==> src/sv/segscan_pkg.sv <==
// Shared types, constants and the segment code table of the three-digit
// seven-segment scanner. No dependencies.
`default_nettype none

package segscan_pkg;

   // Operation codes of the request channel
   typedef enum logic [1:0] {
      OP_SHOW_INT = 2'd0,
      OP_SHOW_DEC = 2'd1,
      OP_TICK     = 2'd2
   } op_type;

   // Register indexes of the configuration port
   localparam int unsigned CSR_INDEX_W = 2;
   localparam logic [CSR_INDEX_W-1:0] CSR_TICKS_PER_DIGIT = 2'd0;
   localparam logic [CSR_INDEX_W-1:0] CSR_SCAN_ROUNDS     = 2'd1;

   localparam logic [7:0] TICKS_RESET  = 8'd4;
   localparam logic [7:0] ROUNDS_RESET = 8'd50;

   localparam logic [13:0] INT_MAX = 14'd999;
   localparam logic [13:0] DEC_MAX = 14'd9999;
   localparam logic [13:0] DEC_TENS_MIN = 14'd1000;

   // Reciprocal multipliers, exact for every value up to 9999
   localparam logic [15:0] DIV10_MUL   = 16'd52429; // >> 19
   localparam logic [12:0] DIV100_MUL  = 13'd5243;  // >> 19
   localparam logic [14:0] DIV1000_MUL = 15'd16778; // >> 24

   // Segment codes, bit0 = a .. bit6 = g
   localparam logic [6:0] SEG_0 = 7'b0111111;
   localparam logic [6:0] SEG_1 = 7'b0000110;
   localparam logic [6:0] SEG_2 = 7'b1011011;
   localparam logic [6:0] SEG_3 = 7'b1001111;
   localparam logic [6:0] SEG_4 = 7'b1100110;
   localparam logic [6:0] SEG_5 = 7'b1101101;
   localparam logic [6:0] SEG_6 = 7'b1111101;
   localparam logic [6:0] SEG_7 = 7'b0000111;
   localparam logic [6:0] SEG_8 = 7'b1111111;
   localparam logic [6:0] SEG_9 = 7'b1101111;

   localparam logic [1:0] POINT_NONE  = 2'd0;
   localparam logic [1:0] POINT_FIRST = 2'd1;
   localparam logic [1:0] POINT_MID   = 2'd2;

   localparam logic [1:0] SLOT_LAST = 2'd2;

   typedef struct packed {
      logic [7:0] ticks_per_digit;
      logic [7:0] scan_rounds;
   } cfg_type;

   typedef struct packed {
      logic       ok;
      logic [3:0] digit0;
      logic [3:0] digit1;
      logic [3:0] digit2;
      logic [1:0] point;
   } split_type;

   typedef struct packed {
      logic [6:0] segments;
      logic       decimal_point;
      logic [2:0] digit_select;
      logic       busy_res;
   } drive_type;

   // Codes above nine wrap around to their value modulo ten
   function automatic logic [6:0] seg_code(input logic [3:0] digit);
      logic [6:0] code;
      case (digit)
         4'd0, 4'd10: code = SEG_0;
         4'd1, 4'd11: code = SEG_1;
         4'd2, 4'd12: code = SEG_2;
         4'd3, 4'd13: code = SEG_3;
         4'd4, 4'd14: code = SEG_4;
         4'd5, 4'd15: code = SEG_5;
         4'd6:        code = SEG_6;
         4'd7:        code = SEG_7;
         4'd8:        code = SEG_8;
         4'd9:        code = SEG_9;
         default:     code = SEG_0;
      endcase
      return code;
   endfunction

endpackage

`default_nettype wire

==> src/sv/segscan_if.sv <==
// Valid/ready channels of the scanner: request beats and result beats.
// Depends on nothing.
`default_nettype none

interface segscan_req_if;
   logic               valid;
   logic               ready;
   logic [1:0]         operation;
   logic signed [14:0] value;

   modport source (output valid, output operation, output value, input ready);
   modport sink   (input valid, input operation, input value, output ready);
endinterface

interface segscan_rsp_if;
   logic       valid;
   logic       ready;
   logic [6:0] segments;
   logic       decimal_point;
   logic [2:0] digit_select;
   logic       busy_res;

   modport source (output valid, output segments, output decimal_point,
                   output digit_select, output busy_res, input ready);
   modport sink   (input valid, input segments, input decimal_point,
                   input digit_select, input busy_res, output ready);
endinterface

`default_nettype wire

==> src/sv/seven_segment_three_digit_scanner_core.sv <==
// Top level of the three-digit seven-segment scanner: request register,
// result register and configuration registers. Depends on segscan_pkg,
// segscan_if, segscan_digit_split and segscan_scan_ctrl.
`default_nettype none

// The block takes one beat per clock unless the result port applies
// back-pressure: a request beat lands in the request register, and once the
// result register can advance, the digit split and the scan counters act on
// it and its result enters the result register.
// The scan state is updated in that same cycle,
// which lets each beat see the state left by the one before it. A show
// command (operation 0 integer 0..999, 1 hundredths 0..9999) blanks that
// result and reports whether a scan started; tick beats (operation 2) return
// the digit drive for that tick and advance the scan. Both registers hold
// under back-pressure. ticks_per_digit and scan_rounds must be written through
// the csr port while no beat is in flight; the block does not enforce this.
module seven_segment_three_digit_scanner_core (
   input  wire logic                                clock,
   input  wire logic                                reset,
   segscan_req_if.sink                              req_bus,
   segscan_rsp_if.source                            rsp_bus,
   input  wire logic                                csr_we,
   input  wire logic [segscan_pkg::CSR_INDEX_W-1:0] csr_index,
   input  wire logic [7:0]                          csr_wdata
);

   logic               req_valid_ff, req_valid_in;
   logic [1:0]         req_op_ff;
   logic signed [14:0] req_value_ff;
   logic               rsp_valid_ff, rsp_valid_in;
   segscan_pkg::drive_type rsp_data_ff;
   segscan_pkg::cfg_type   cfg_ff, cfg_in;

   logic                   advance;
   logic                   fire;
   logic                   req_take;
   segscan_pkg::split_type split;
   segscan_pkg::drive_type result;

   assign advance       = !rsp_valid_ff || rsp_bus.ready;
   assign fire          = req_valid_ff && advance;
   assign req_bus.ready = !req_valid_ff || advance;
   assign req_take      = req_bus.valid && req_bus.ready;
   assign req_valid_in  = req_bus.ready ? req_bus.valid : req_valid_ff;
   assign rsp_valid_in  = advance ? req_valid_ff : rsp_valid_ff;

   segscan_digit_split u_split (
      .operation (req_op_ff),
      .value     (req_value_ff),
      .split     (split)
   );

   segscan_scan_ctrl u_ctrl (
      .clock     (clock),
      .reset     (reset),
      .fire      (fire),
      .operation (req_op_ff),
      .split     (split),
      .cfg       (cfg_ff),
      .result    (result)
   );

   always_comb begin
      cfg_in = cfg_ff;
      if (csr_we) begin
         case (csr_index)
            segscan_pkg::CSR_TICKS_PER_DIGIT: cfg_in.ticks_per_digit = csr_wdata;
            segscan_pkg::CSR_SCAN_ROUNDS:     cfg_in.scan_rounds     = csr_wdata;
            default: begin
               // drop writes to unknown registers
            end
         endcase
      end
   end

   always_ff @(posedge clock) begin
      if (reset) begin
         req_valid_ff           <= 1'b0;
         rsp_valid_ff           <= 1'b0;
         cfg_ff.ticks_per_digit <= segscan_pkg::TICKS_RESET;
         cfg_ff.scan_rounds     <= segscan_pkg::ROUNDS_RESET;
      end else begin
         req_valid_ff <= req_valid_in;
         rsp_valid_ff <= rsp_valid_in;
         cfg_ff       <= cfg_in;
      end
   end

   // Payload registers: load on a taken or processed beat, otherwise hold
   always_ff @(posedge clock) begin
      if (req_take) begin
         req_op_ff    <= req_bus.operation;
         req_value_ff <= req_bus.value;
      end
      if (fire) begin
         rsp_data_ff <= result;
      end
   end

   assign rsp_bus.valid         = rsp_valid_ff;
   assign rsp_bus.segments      = rsp_data_ff.segments;
   assign rsp_bus.decimal_point = rsp_data_ff.decimal_point;
   assign rsp_bus.digit_select  = rsp_data_ff.digit_select;
   assign rsp_bus.busy_res      = rsp_data_ff.busy_res;

`ifndef SYNTH
   a_select_onehot: assert property (@(posedge clock) disable iff (reset)
      rsp_valid_ff |-> $onehot0(rsp_data_ff.digit_select))
      else $error("more than one digit selected");

   a_select_needs_busy: assert property (@(posedge clock) disable iff (reset)
      fire && result.digit_select != 3'd0 |=> rsp_data_ff.busy_res)
      else $error("digit driven while no scan runs");

   a_fire_fills_rsp: assert property (@(posedge clock) disable iff (reset)
      fire |=> rsp_valid_ff)
      else $error("processed beat produced no result");
`endif

endmodule

`default_nettype wire

==> src/sv/segscan_digit_split.sv <==
// Range check and decimal digit split of a show command value.
// Depends on segscan_pkg.
`default_nettype none

module segscan_digit_split (
   input  wire logic [1:0]            operation,
   input  wire logic signed [14:0]    value,
   output segscan_pkg::split_type     split
);

   logic [13:0] mag;
   logic [29:0] prod10;
   logic [26:0] prod100;
   logic [28:0] prod1000;
   logic [9:0]  q10;
   logic [6:0]  q100;
   logic [3:0]  q1000;
   logic [13:0] rem10;
   logic [9:0]  rem100;
   logic [6:0]  rem1000;
   logic        is_int;

   assign mag    = value[13:0];
   assign is_int = (operation == segscan_pkg::OP_SHOW_INT);

   // Three independent quotients, each one constant multiply
   assign prod10   = {16'd0, mag} * {14'd0, segscan_pkg::DIV10_MUL};
   assign prod100  = {13'd0, mag} * {14'd0, segscan_pkg::DIV100_MUL};
   assign prod1000 = {15'd0, mag} * {14'd0, segscan_pkg::DIV1000_MUL};

   assign q10   = prod10[28:19];
   assign q100  = prod100[25:19];
   assign q1000 = prod1000[27:24];

   // Digit = quotient minus ten times the next quotient
   assign rem10   = mag - ({1'b0, q10, 3'd0} + {3'd0, q10, 1'b0});
   assign rem100  = q10 - ({q100, 3'd0} + {2'd0, q100, 1'b0});
   assign rem1000 = q100 - ({q1000, 3'd0} + {2'd0, q1000, 1'b0});

   always_comb begin
      split = '0;
      if (is_int) begin
         split.ok    = !value[14] && (mag <= segscan_pkg::INT_MAX);
         split.point = segscan_pkg::POINT_NONE;
      end else begin
         split.ok    = !value[14] && (mag <= segscan_pkg::DEC_MAX);
         split.point = segscan_pkg::POINT_FIRST;
      end
      if (!is_int && (mag >= segscan_pkg::DEC_TENS_MIN)) begin
         split.digit0 = q1000;
         split.digit1 = rem1000[3:0];
         split.digit2 = rem100[3:0];
         split.point  = segscan_pkg::POINT_MID;
      end else begin
         split.digit0 = rem1000[3:0];
         split.digit1 = rem100[3:0];
         split.digit2 = rem10[3:0];
      end
   end

endmodule

`default_nettype wire

==> src/sv/segscan_scan_ctrl.sv <==
// Digit store, scan counters and segment drive of the scanner.
// Depends on segscan_pkg.
`default_nettype none

module segscan_scan_ctrl (
   input  wire logic                  clock,
   input  wire logic                  reset,
   input  wire logic                  fire,
   input  wire logic [1:0]            operation,
   input  wire segscan_pkg::split_type split,
   input  wire segscan_pkg::cfg_type  cfg,
   output segscan_pkg::drive_type     result
);

   logic [3:0] digit0_ff, digit0_in;
   logic [3:0] digit1_ff, digit1_in;
   logic [3:0] digit2_ff, digit2_in;
   logic [1:0] point_ff, point_in;
   logic [1:0] slot_ff, slot_in;
   logic [7:0] tick_ff, tick_in;
   logic [7:0] round_ff, round_in;
   logic       showing_ff, showing_in;

   logic [7:0] limit;
   logic [7:0] tick_inc;
   logic [7:0] round_inc;
   logic [3:0] cur_digit;
   logic       is_show;
   segscan_pkg::drive_type drive_now;

   assign limit     = (cfg.ticks_per_digit == 8'd0) ? 8'd1 : cfg.ticks_per_digit;
   assign tick_inc  = tick_ff + 8'd1;
   assign round_inc = round_ff + 8'd1;
   assign is_show   = (operation == segscan_pkg::OP_SHOW_INT) ||
                      (operation == segscan_pkg::OP_SHOW_DEC);

   always_comb begin
      case (slot_ff)
         2'd0:    cur_digit = digit0_ff;
         2'd1:    cur_digit = digit1_ff;
         default: cur_digit = digit2_ff;
      endcase
   end

   always_comb begin
      drive_now = '0;
      if (showing_ff) begin
         drive_now.segments      = segscan_pkg::seg_code(cur_digit);
         drive_now.decimal_point = (point_ff == (slot_ff + 2'd1));
         drive_now.digit_select  = 3'd1 << slot_ff;
         drive_now.busy_res      = 1'b1;
      end
   end

   always_comb begin
      digit0_in  = digit0_ff;
      digit1_in  = digit1_ff;
      digit2_in  = digit2_ff;
      point_in   = point_ff;
      slot_in    = slot_ff;
      tick_in    = tick_ff;
      round_in   = round_ff;
      showing_in = showing_ff;
      result     = drive_now;
      if (fire) begin
         case (operation)
            segscan_pkg::OP_SHOW_INT, segscan_pkg::OP_SHOW_DEC: begin
               slot_in         = '0;
               tick_in         = '0;
               round_in        = '0;
               showing_in      = split.ok;
               result          = '0;
               result.busy_res = split.ok;
               // A rejected value keeps the old digits
               if (split.ok) begin
                  digit0_in = split.digit0;
                  digit1_in = split.digit1;
                  digit2_in = split.digit2;
                  point_in  = split.point;
               end
            end
            segscan_pkg::OP_TICK: begin
               if (showing_ff) begin
                  tick_in = tick_inc;
                  if (tick_inc >= limit) begin
                     tick_in = '0;
                     if (slot_ff >= segscan_pkg::SLOT_LAST) begin
                        slot_in  = '0;
                        round_in = round_inc;
                        if ((cfg.scan_rounds != 8'd0) && (round_inc >= cfg.scan_rounds)) begin
                           showing_in = 1'b0;
                        end
                     end else begin
                        slot_in = slot_ff + 2'd1;
                     end
                  end
               end
            end
            default: begin
               // Unused code: show the drive, change nothing
            end
         endcase
      end
   end

   always_ff @(posedge clock) begin
      if (reset) begin
         digit0_ff  <= '0;
         digit1_ff  <= '0;
         digit2_ff  <= '0;
         point_ff   <= segscan_pkg::POINT_NONE;
         slot_ff    <= '0;
         tick_ff    <= '0;
         round_ff   <= '0;
         showing_ff <= 1'b0;
      end else begin
         digit0_ff  <= digit0_in;
         digit1_ff  <= digit1_in;
         digit2_ff  <= digit2_in;
         point_ff   <= point_in;
         slot_ff    <= slot_in;
         tick_ff    <= tick_in;
         round_ff   <= round_in;
         showing_ff <= showing_in;
      end
   end

`ifndef SYNTH
   a_show_ok_starts: assert property (@(posedge clock) disable iff (reset)
      fire && is_show && split.ok |=>
         showing_ff && slot_ff == 2'd0 && tick_ff == 8'd0 && round_ff == 8'd0)
      else $error("accepted show did not start a fresh scan");

   a_show_bad_blanks: assert property (@(posedge clock) disable iff (reset)
      fire && is_show && !split.ok |=> !showing_ff)
      else $error("rejected show left the display scanning");

   a_slot_holds: assert property (@(posedge clock) disable iff (reset)
      fire && operation == segscan_pkg::OP_TICK && showing_ff && tick_inc < limit
         |=> slot_ff == $past(slot_ff))
      else $error("slot moved before its ticks were spent");

   a_no_self_start: assert property (@(posedge clock) disable iff (reset)
      !showing_ff && !(fire && is_show) |=> !showing_ff)
      else $error("scan started without a show command");
`endif

endmodule

`default_nettype wire
==> src/flat_wrapper.sv <==
// flat-port wrapper written by rule: the top's interface ports become plain ports
module seven_segment_three_digit_scanner_core_flat 
  (clock, reset, csr_we, csr_index, csr_wdata, req_bus_valid, req_bus_operation, req_bus_value, req_bus_ready, rsp_bus_valid, rsp_bus_segments, rsp_bus_decimal_point, rsp_bus_digit_select, rsp_bus_busy_res, rsp_bus_ready);
  segscan_req_if req_bus_i ();
  segscan_rsp_if rsp_bus_i ();
  input  wire logic clock;
  input  wire logic reset;
  input  wire logic csr_we;
  input  wire logic [segscan_pkg::CSR_INDEX_W-1:0] csr_index;
  input  wire logic [7:0] csr_wdata;
  input wire logic [$bits(req_bus_i.valid)-1:0] req_bus_valid;
  input wire logic [$bits(req_bus_i.operation)-1:0] req_bus_operation;
  input wire logic [$bits(req_bus_i.value)-1:0] req_bus_value;
  output wire logic [$bits(req_bus_i.ready)-1:0] req_bus_ready;
  output wire logic [$bits(rsp_bus_i.valid)-1:0] rsp_bus_valid;
  output wire logic [$bits(rsp_bus_i.segments)-1:0] rsp_bus_segments;
  output wire logic [$bits(rsp_bus_i.decimal_point)-1:0] rsp_bus_decimal_point;
  output wire logic [$bits(rsp_bus_i.digit_select)-1:0] rsp_bus_digit_select;
  output wire logic [$bits(rsp_bus_i.busy_res)-1:0] rsp_bus_busy_res;
  input wire logic [$bits(rsp_bus_i.ready)-1:0] rsp_bus_ready;
  assign req_bus_i.valid = req_bus_valid;
  assign req_bus_i.operation = req_bus_operation;
  assign req_bus_i.value = req_bus_value;
  assign req_bus_ready = req_bus_i.ready;
  assign rsp_bus_valid = rsp_bus_i.valid;
  assign rsp_bus_segments = rsp_bus_i.segments;
  assign rsp_bus_decimal_point = rsp_bus_i.decimal_point;
  assign rsp_bus_digit_select = rsp_bus_i.digit_select;
  assign rsp_bus_busy_res = rsp_bus_i.busy_res;
  assign rsp_bus_i.ready = rsp_bus_ready;
  seven_segment_three_digit_scanner_core u_core (.clock(clock), .reset(reset), .req_bus(req_bus_i), .rsp_bus(rsp_bus_i), .csr_we(csr_we), .csr_index(csr_index), .csr_wdata(csr_wdata));
endmodule
==> config.mk <==
export PLATFORM = sky130hd
export DESIGN_NAME = seven_segment_three_digit_scanner_core_flat
export DESIGN_NICKNAME = d
export VERILOG_FILES = /design/src/sv/segscan_pkg.sv /design/src/sv/segscan_if.sv /design/src/sv/seven_segment_three_digit_scanner_core.sv /design/src/sv/segscan_digit_split.sv /design/src/sv/segscan_scan_ctrl.sv /design/src/flat_wrapper.sv
export SDC_FILE = /design/constraint.sdc
export NUM_CORES = 1
export LEC_CHECK = 0
export ABC_CLOCK_PERIOD_IN_PS = 11800
export BUFFER_PORTS_ARGS = -buffer_cell sky130_fd_sc_hd__buf_2
export CORE_ASPECT_RATIO = 0.5
export CORE_MARGIN = 3
export CORE_UTILIZATION = 50
export DETAILED_ROUTE_END_ITERATION = 8
export HOLD_SLACK_MARGIN = 0.02
export PLACE_DENSITY = 0.72
export SLEW_MARGIN = 20
export SYNTH_ARGS = -nofsm -noshare
export SYNTH_HDL_FRONTEND = slang
export SYNTH_SLANG_ARGS = --single-unit
==> constraint.sdc <==
create_clock -name clock -period 11.8 [get_ports clock]
set_input_delay 1.18 -clock clock [delete_from_list [all_inputs] [get_ports clock]]
set_output_delay 1.18 -clock clock [all_outputs]
set_load 0.02 [all_outputs]
==> impl_metrics.env <==
export IMPL_run_status="complete, no violations"
export IMPL_io_buffers=45
export IMPL_synth_nets=1720
export IMPL_worst_path_max_delay_cell="edfxtp_1"
export IMPL_drv_slew=0
export IMPL_p_per_area_nw_per_um2=239
export IMPL_h_tree_depth=3
export IMPL_synth_fa_ha_area_share_pct=49.5
export IMPL_maxCapViolCount=0
export IMPL_syn_area_um2=12300
export IMPL_finClkSkew_ns=0.0148
export IMPL_ctsHoldBuffers=0
export IMPL_yosysMostFrequentCell="inv_1"
export IMPL_cts_buffers=9
export IMPL_use_met3_pct=5.17
export IMPL_antenna_cells_inserted=0
export IMPL_synth_compound_area_share_pct=11.3
export IMPL_worst_path_most_repeated_cell="inv_1"
export IMPL_multiInputGateArea_um2=9210
export IMPL_cp_end_kind="register"
export IMPL_pwr_share_seq_pct=10.1
export IMPL_p_int_mw=1.56
export IMPL_die_y_um=117
export IMPL_drt_iter0_drc=569
export IMPL_hold_path_depth=2
export IMPL_antenna_found_initial=2
export IMPL_ff2ff_setup_slack_ns=3.81
export IMPL_crit_cells=30
export IMPL_dp_final_hpwl_um=25600
export IMPL_finalCritPeriodShare_pct=67.7
export IMPL_synth_area_leader_cell="ha_1"
export IMPL_hold_path_class="reg2reg"
export IMPL_period_needed_ns=7.99
export IMPL_p_leak_nw=6.82
export IMPL_cts_buffer_depth=2
export IMPL_register_area_um2=1890
export IMPL_avgSynthCellArea_um2=9.55
export IMPL_synth_simple_area_share_pct=9.36
export IMPL_synth_common_cells="288 x inv_1, 272 x ha_1, 133 x fa_1"
export IMPL_routed_wl_um=30300
export IMPL_synth_top_area_share_pct=27.8
export IMPL_clkLatencyLatePin_ns=0.35
export IMPL_areaGrowthSynthToFinish_pct=6.91
export IMPL_grtUsageMet1_pct=33.2
export IMPL_async_flop_share_pct=0
export IMPL_synthMuxAreaShare_pct=1.39
export IMPL_fin_setup_tns_ns=0
export IMPL_critPathKind="reg2reg"
export IMPL_grt_pass1_vias=9330
export IMPL_cpPeakStageDelay_ns=0.70
export IMPL_ys_seq_area_share_pct=15.4
export IMPL_post_drt_via_cell_ratio=5.52
export IMPL_postCtsSetupBuffers=0
export IMPL_die_area_um2=26500
export IMPL_ios=46
export IMPL_drive_above_1_share_pct=6.40
export IMPL_grt_pass1_wl_um=48900
export IMPL_tritoncts="done"
export IMPL_netSwitchingFraction_pct=50.1
export IMPL_cts_sink_count=80
export IMPL_worst_path_max_fanout=13
export IMPL_rsz0062_at_grt="no"
export IMPL_start_kind="register"
export IMPL_power_frac_comb_pct=81.0
export IMPL_ys_top_cells_by_area="ha_1 28%, fa_1 22%, inv_1 8.8%, dfxtp_1 8.3%, edfxtp_1 7.1%"
export IMPL_synth_top_family_by_area="adder cells"
export IMPL_synth_seq_cells=80
export IMPL_clk_transition_reported_paths_ns=0.07
export IMPL_p_switching_mw=1.57
export IMPL_synthDistinctLibCells=72
export IMPL_post_drt_wl_per_cell_um=18.5
export IMPL_worst_ep_required_time_ns=12.00
export IMPL_drc=0
export IMPL_cp_top_family="adder cells"
export IMPL_cp_arrival_ns=8.18
export IMPL_pwr_share_clk_pct=8.9
export IMPL_fmax_ghz=0.125
export IMPL_fin_nets=1760
export IMPL_gr_usage_met2_pct=39.2
export IMPL_firstDrtPassIters=5
export IMPL_ys_flop_type="dfxtp_1"
export IMPL_hold_viol_final=0
export IMPL_ir_drop_mv=0.186
export IMPL_place_congestion=0.990
export IMPL_initial_core_util_pct=52.3
export IMPL_rr_worst_depth=30
export IMPL_core_area_um2=23400
export IMPL_nFillCells=2048
export IMPL_synth_cells=1283
export IMPL_yosys_warnings=0
export IMPL_grtUsageTotal_pct=23.9
export IMPL_relSlewSlack_pct=42.3
export IMPL_grt_max_degree=42
export IMPL_postCtsResizedCells=0
export IMPL_synthXorXnorAreaFrac_pct=3.61
export IMPL_die_w_um=227
export IMPL_ant_nets=0
export IMPL_vias=9024
export IMPL_grt_overflow_total=0
export IMPL_gr_max_usage_layer="met2"
export IMPL_synth_edf_count=29
export IMPL_whs_ns=0.485
export IMPL_worst_pin_slew_ns=0.866
export IMPL_setup_viol=0
export IMPL_crit_buf_inv=6
export IMPL_rows=39
export IMPL_cts_root_buffer="clkbuf_16"
[metrics by stage]
| stage | instances | total power, mW | cell area (um2) | util [%] | setup WS [ns] |
|---|---|---|---|---|---|
| final | 1635 | 3.13 | 13100 | 55.9 | 3.81 |
| after global routing | 1635 | 3.47 | 13100 | 55.9 | 3.33 |
| after CTS | 1635 | 3.11 | 13100 | 55.9 | 3.85 |
| after detailed placement | 1619 | 2.80 | 12800 | 54.7 | 3.90 |
| after global placement | 1619 | 2.71 | 12800 | 54.7 | 4.13 |
| after floorplan | 1283 | 2.21 | 12300 | - | 4.59 |
[power groups by stage]
stage	logic, mW	registers (mW)	clock network, mW
after floorplan	1.89	0.317	0
after global placement	2.39	0.321	0
after detailed placement	2.48	0.322	0
after CTS	2.51	0.316	0.281
after global routing	2.86	0.318	0.297
final	2.53	0.316	0.278
[per-layer routing]
metal  wire length, um  share of wire [%]  vias to the layer above
met5                29              0.096                        -
met4               333                1.1                        4
met3              2130                7.0                       32
met2             13600                 45                      235
met1             14200                 47                     4392
li1                  -                  -                     4361
[sequential cells by signal (all words and copies together) (netlist names)]
name	flops
u_core.u_ctrl.point_ff	2
u_core.req_op_ff	2
u_core.u_ctrl.showing_ff	1
u_core.rsp_bus.valid	1
u_core.u_ctrl.digit2_ff	4
u_core.req_valid_ff	1
u_core.rsp_bus.busy_res	1
u_core.u_ctrl.digit1_ff	4
u_core.req_value_ff	15
u_core.rsp_bus.digit_select	3
u_core.u_ctrl.round_ff	8
u_core.cfg_ff	16
u_core.u_ctrl.digit0_ff	4
u_core.u_ctrl.tick_ff	8
u_core.rsp_bus.decimal_point	1
u_core.u_ctrl.slot_ff	2
u_core.rsp_bus.segments	7
[kinds of logic after synthesis]
group | count (synthesis)
AOI/OAI and AO/OA | 193
xor gates and xnor gates | 45
adders and majority gates | 405
buffers and inverters | 307
DFF | 80
muxes | 17
and+or+nand+nor | 236
[final cells by class]
class,count,share of cell area [%]
Clock buffer,10,1.82
Clock inverter,6,0.372
Inverter,288,8.25
Multi-Input combinational cell,896,70.3
Sequential cell,80,14.4
Tap cell,307,2.93
Timing Repair Buffer,48,1.89
[final timing paths]
kind,from,endpoint
setup / recovery,u_core.req_value_ff[12],u_core.u_ctrl.digit2_ff[3]
hold / removal,u_core.u_ctrl.tick_ff[6],u_core.u_ctrl.tick_ff[6]
setup reg to reg,u_core.req_value_ff[12],u_core.u_ctrl.digit2_ff[3]
hold reg to reg,u_core.u_ctrl.tick_ff[6],u_core.u_ctrl.tick_ff[6]
[layout by cell type, fill, tap and decap left out, drive strengths merged, types with 7 or more instances in the layout]
cell    synthesis  routed
a211oi         14      14
a21o           21      21
a21oi          51      51
and3            7       7
buf             7      48
clkbuf         12      10
dfxtp          51      51
edfxtp         29      29
fa            133     133
ha            272     272
inv           288     291
mux2i          17      17
nand2          45      45
nand3          28      28
nand4          10      10
nor2           82      82
nor2b           7       7
nor3           19      19
o21a            7       7
o21ai          31      31
xnor2          31      31
xor2           11      11
[worst reg2reg max path: cells and delay by family, from the launching register on]
| kind | cells | cell delay, ns |
|---|---|---|
| simple gates | 3 | 0.94 |
| xor+xnor | 6 | 1.08 |
| fa+ha+maj | 7 | 2.97 |
| compound gates | 8 | 1.54 |
| buf+inv | 6 | 0.62 |
| flops | 1 | 0.70 |
Power figures use the tool's default switching activity.
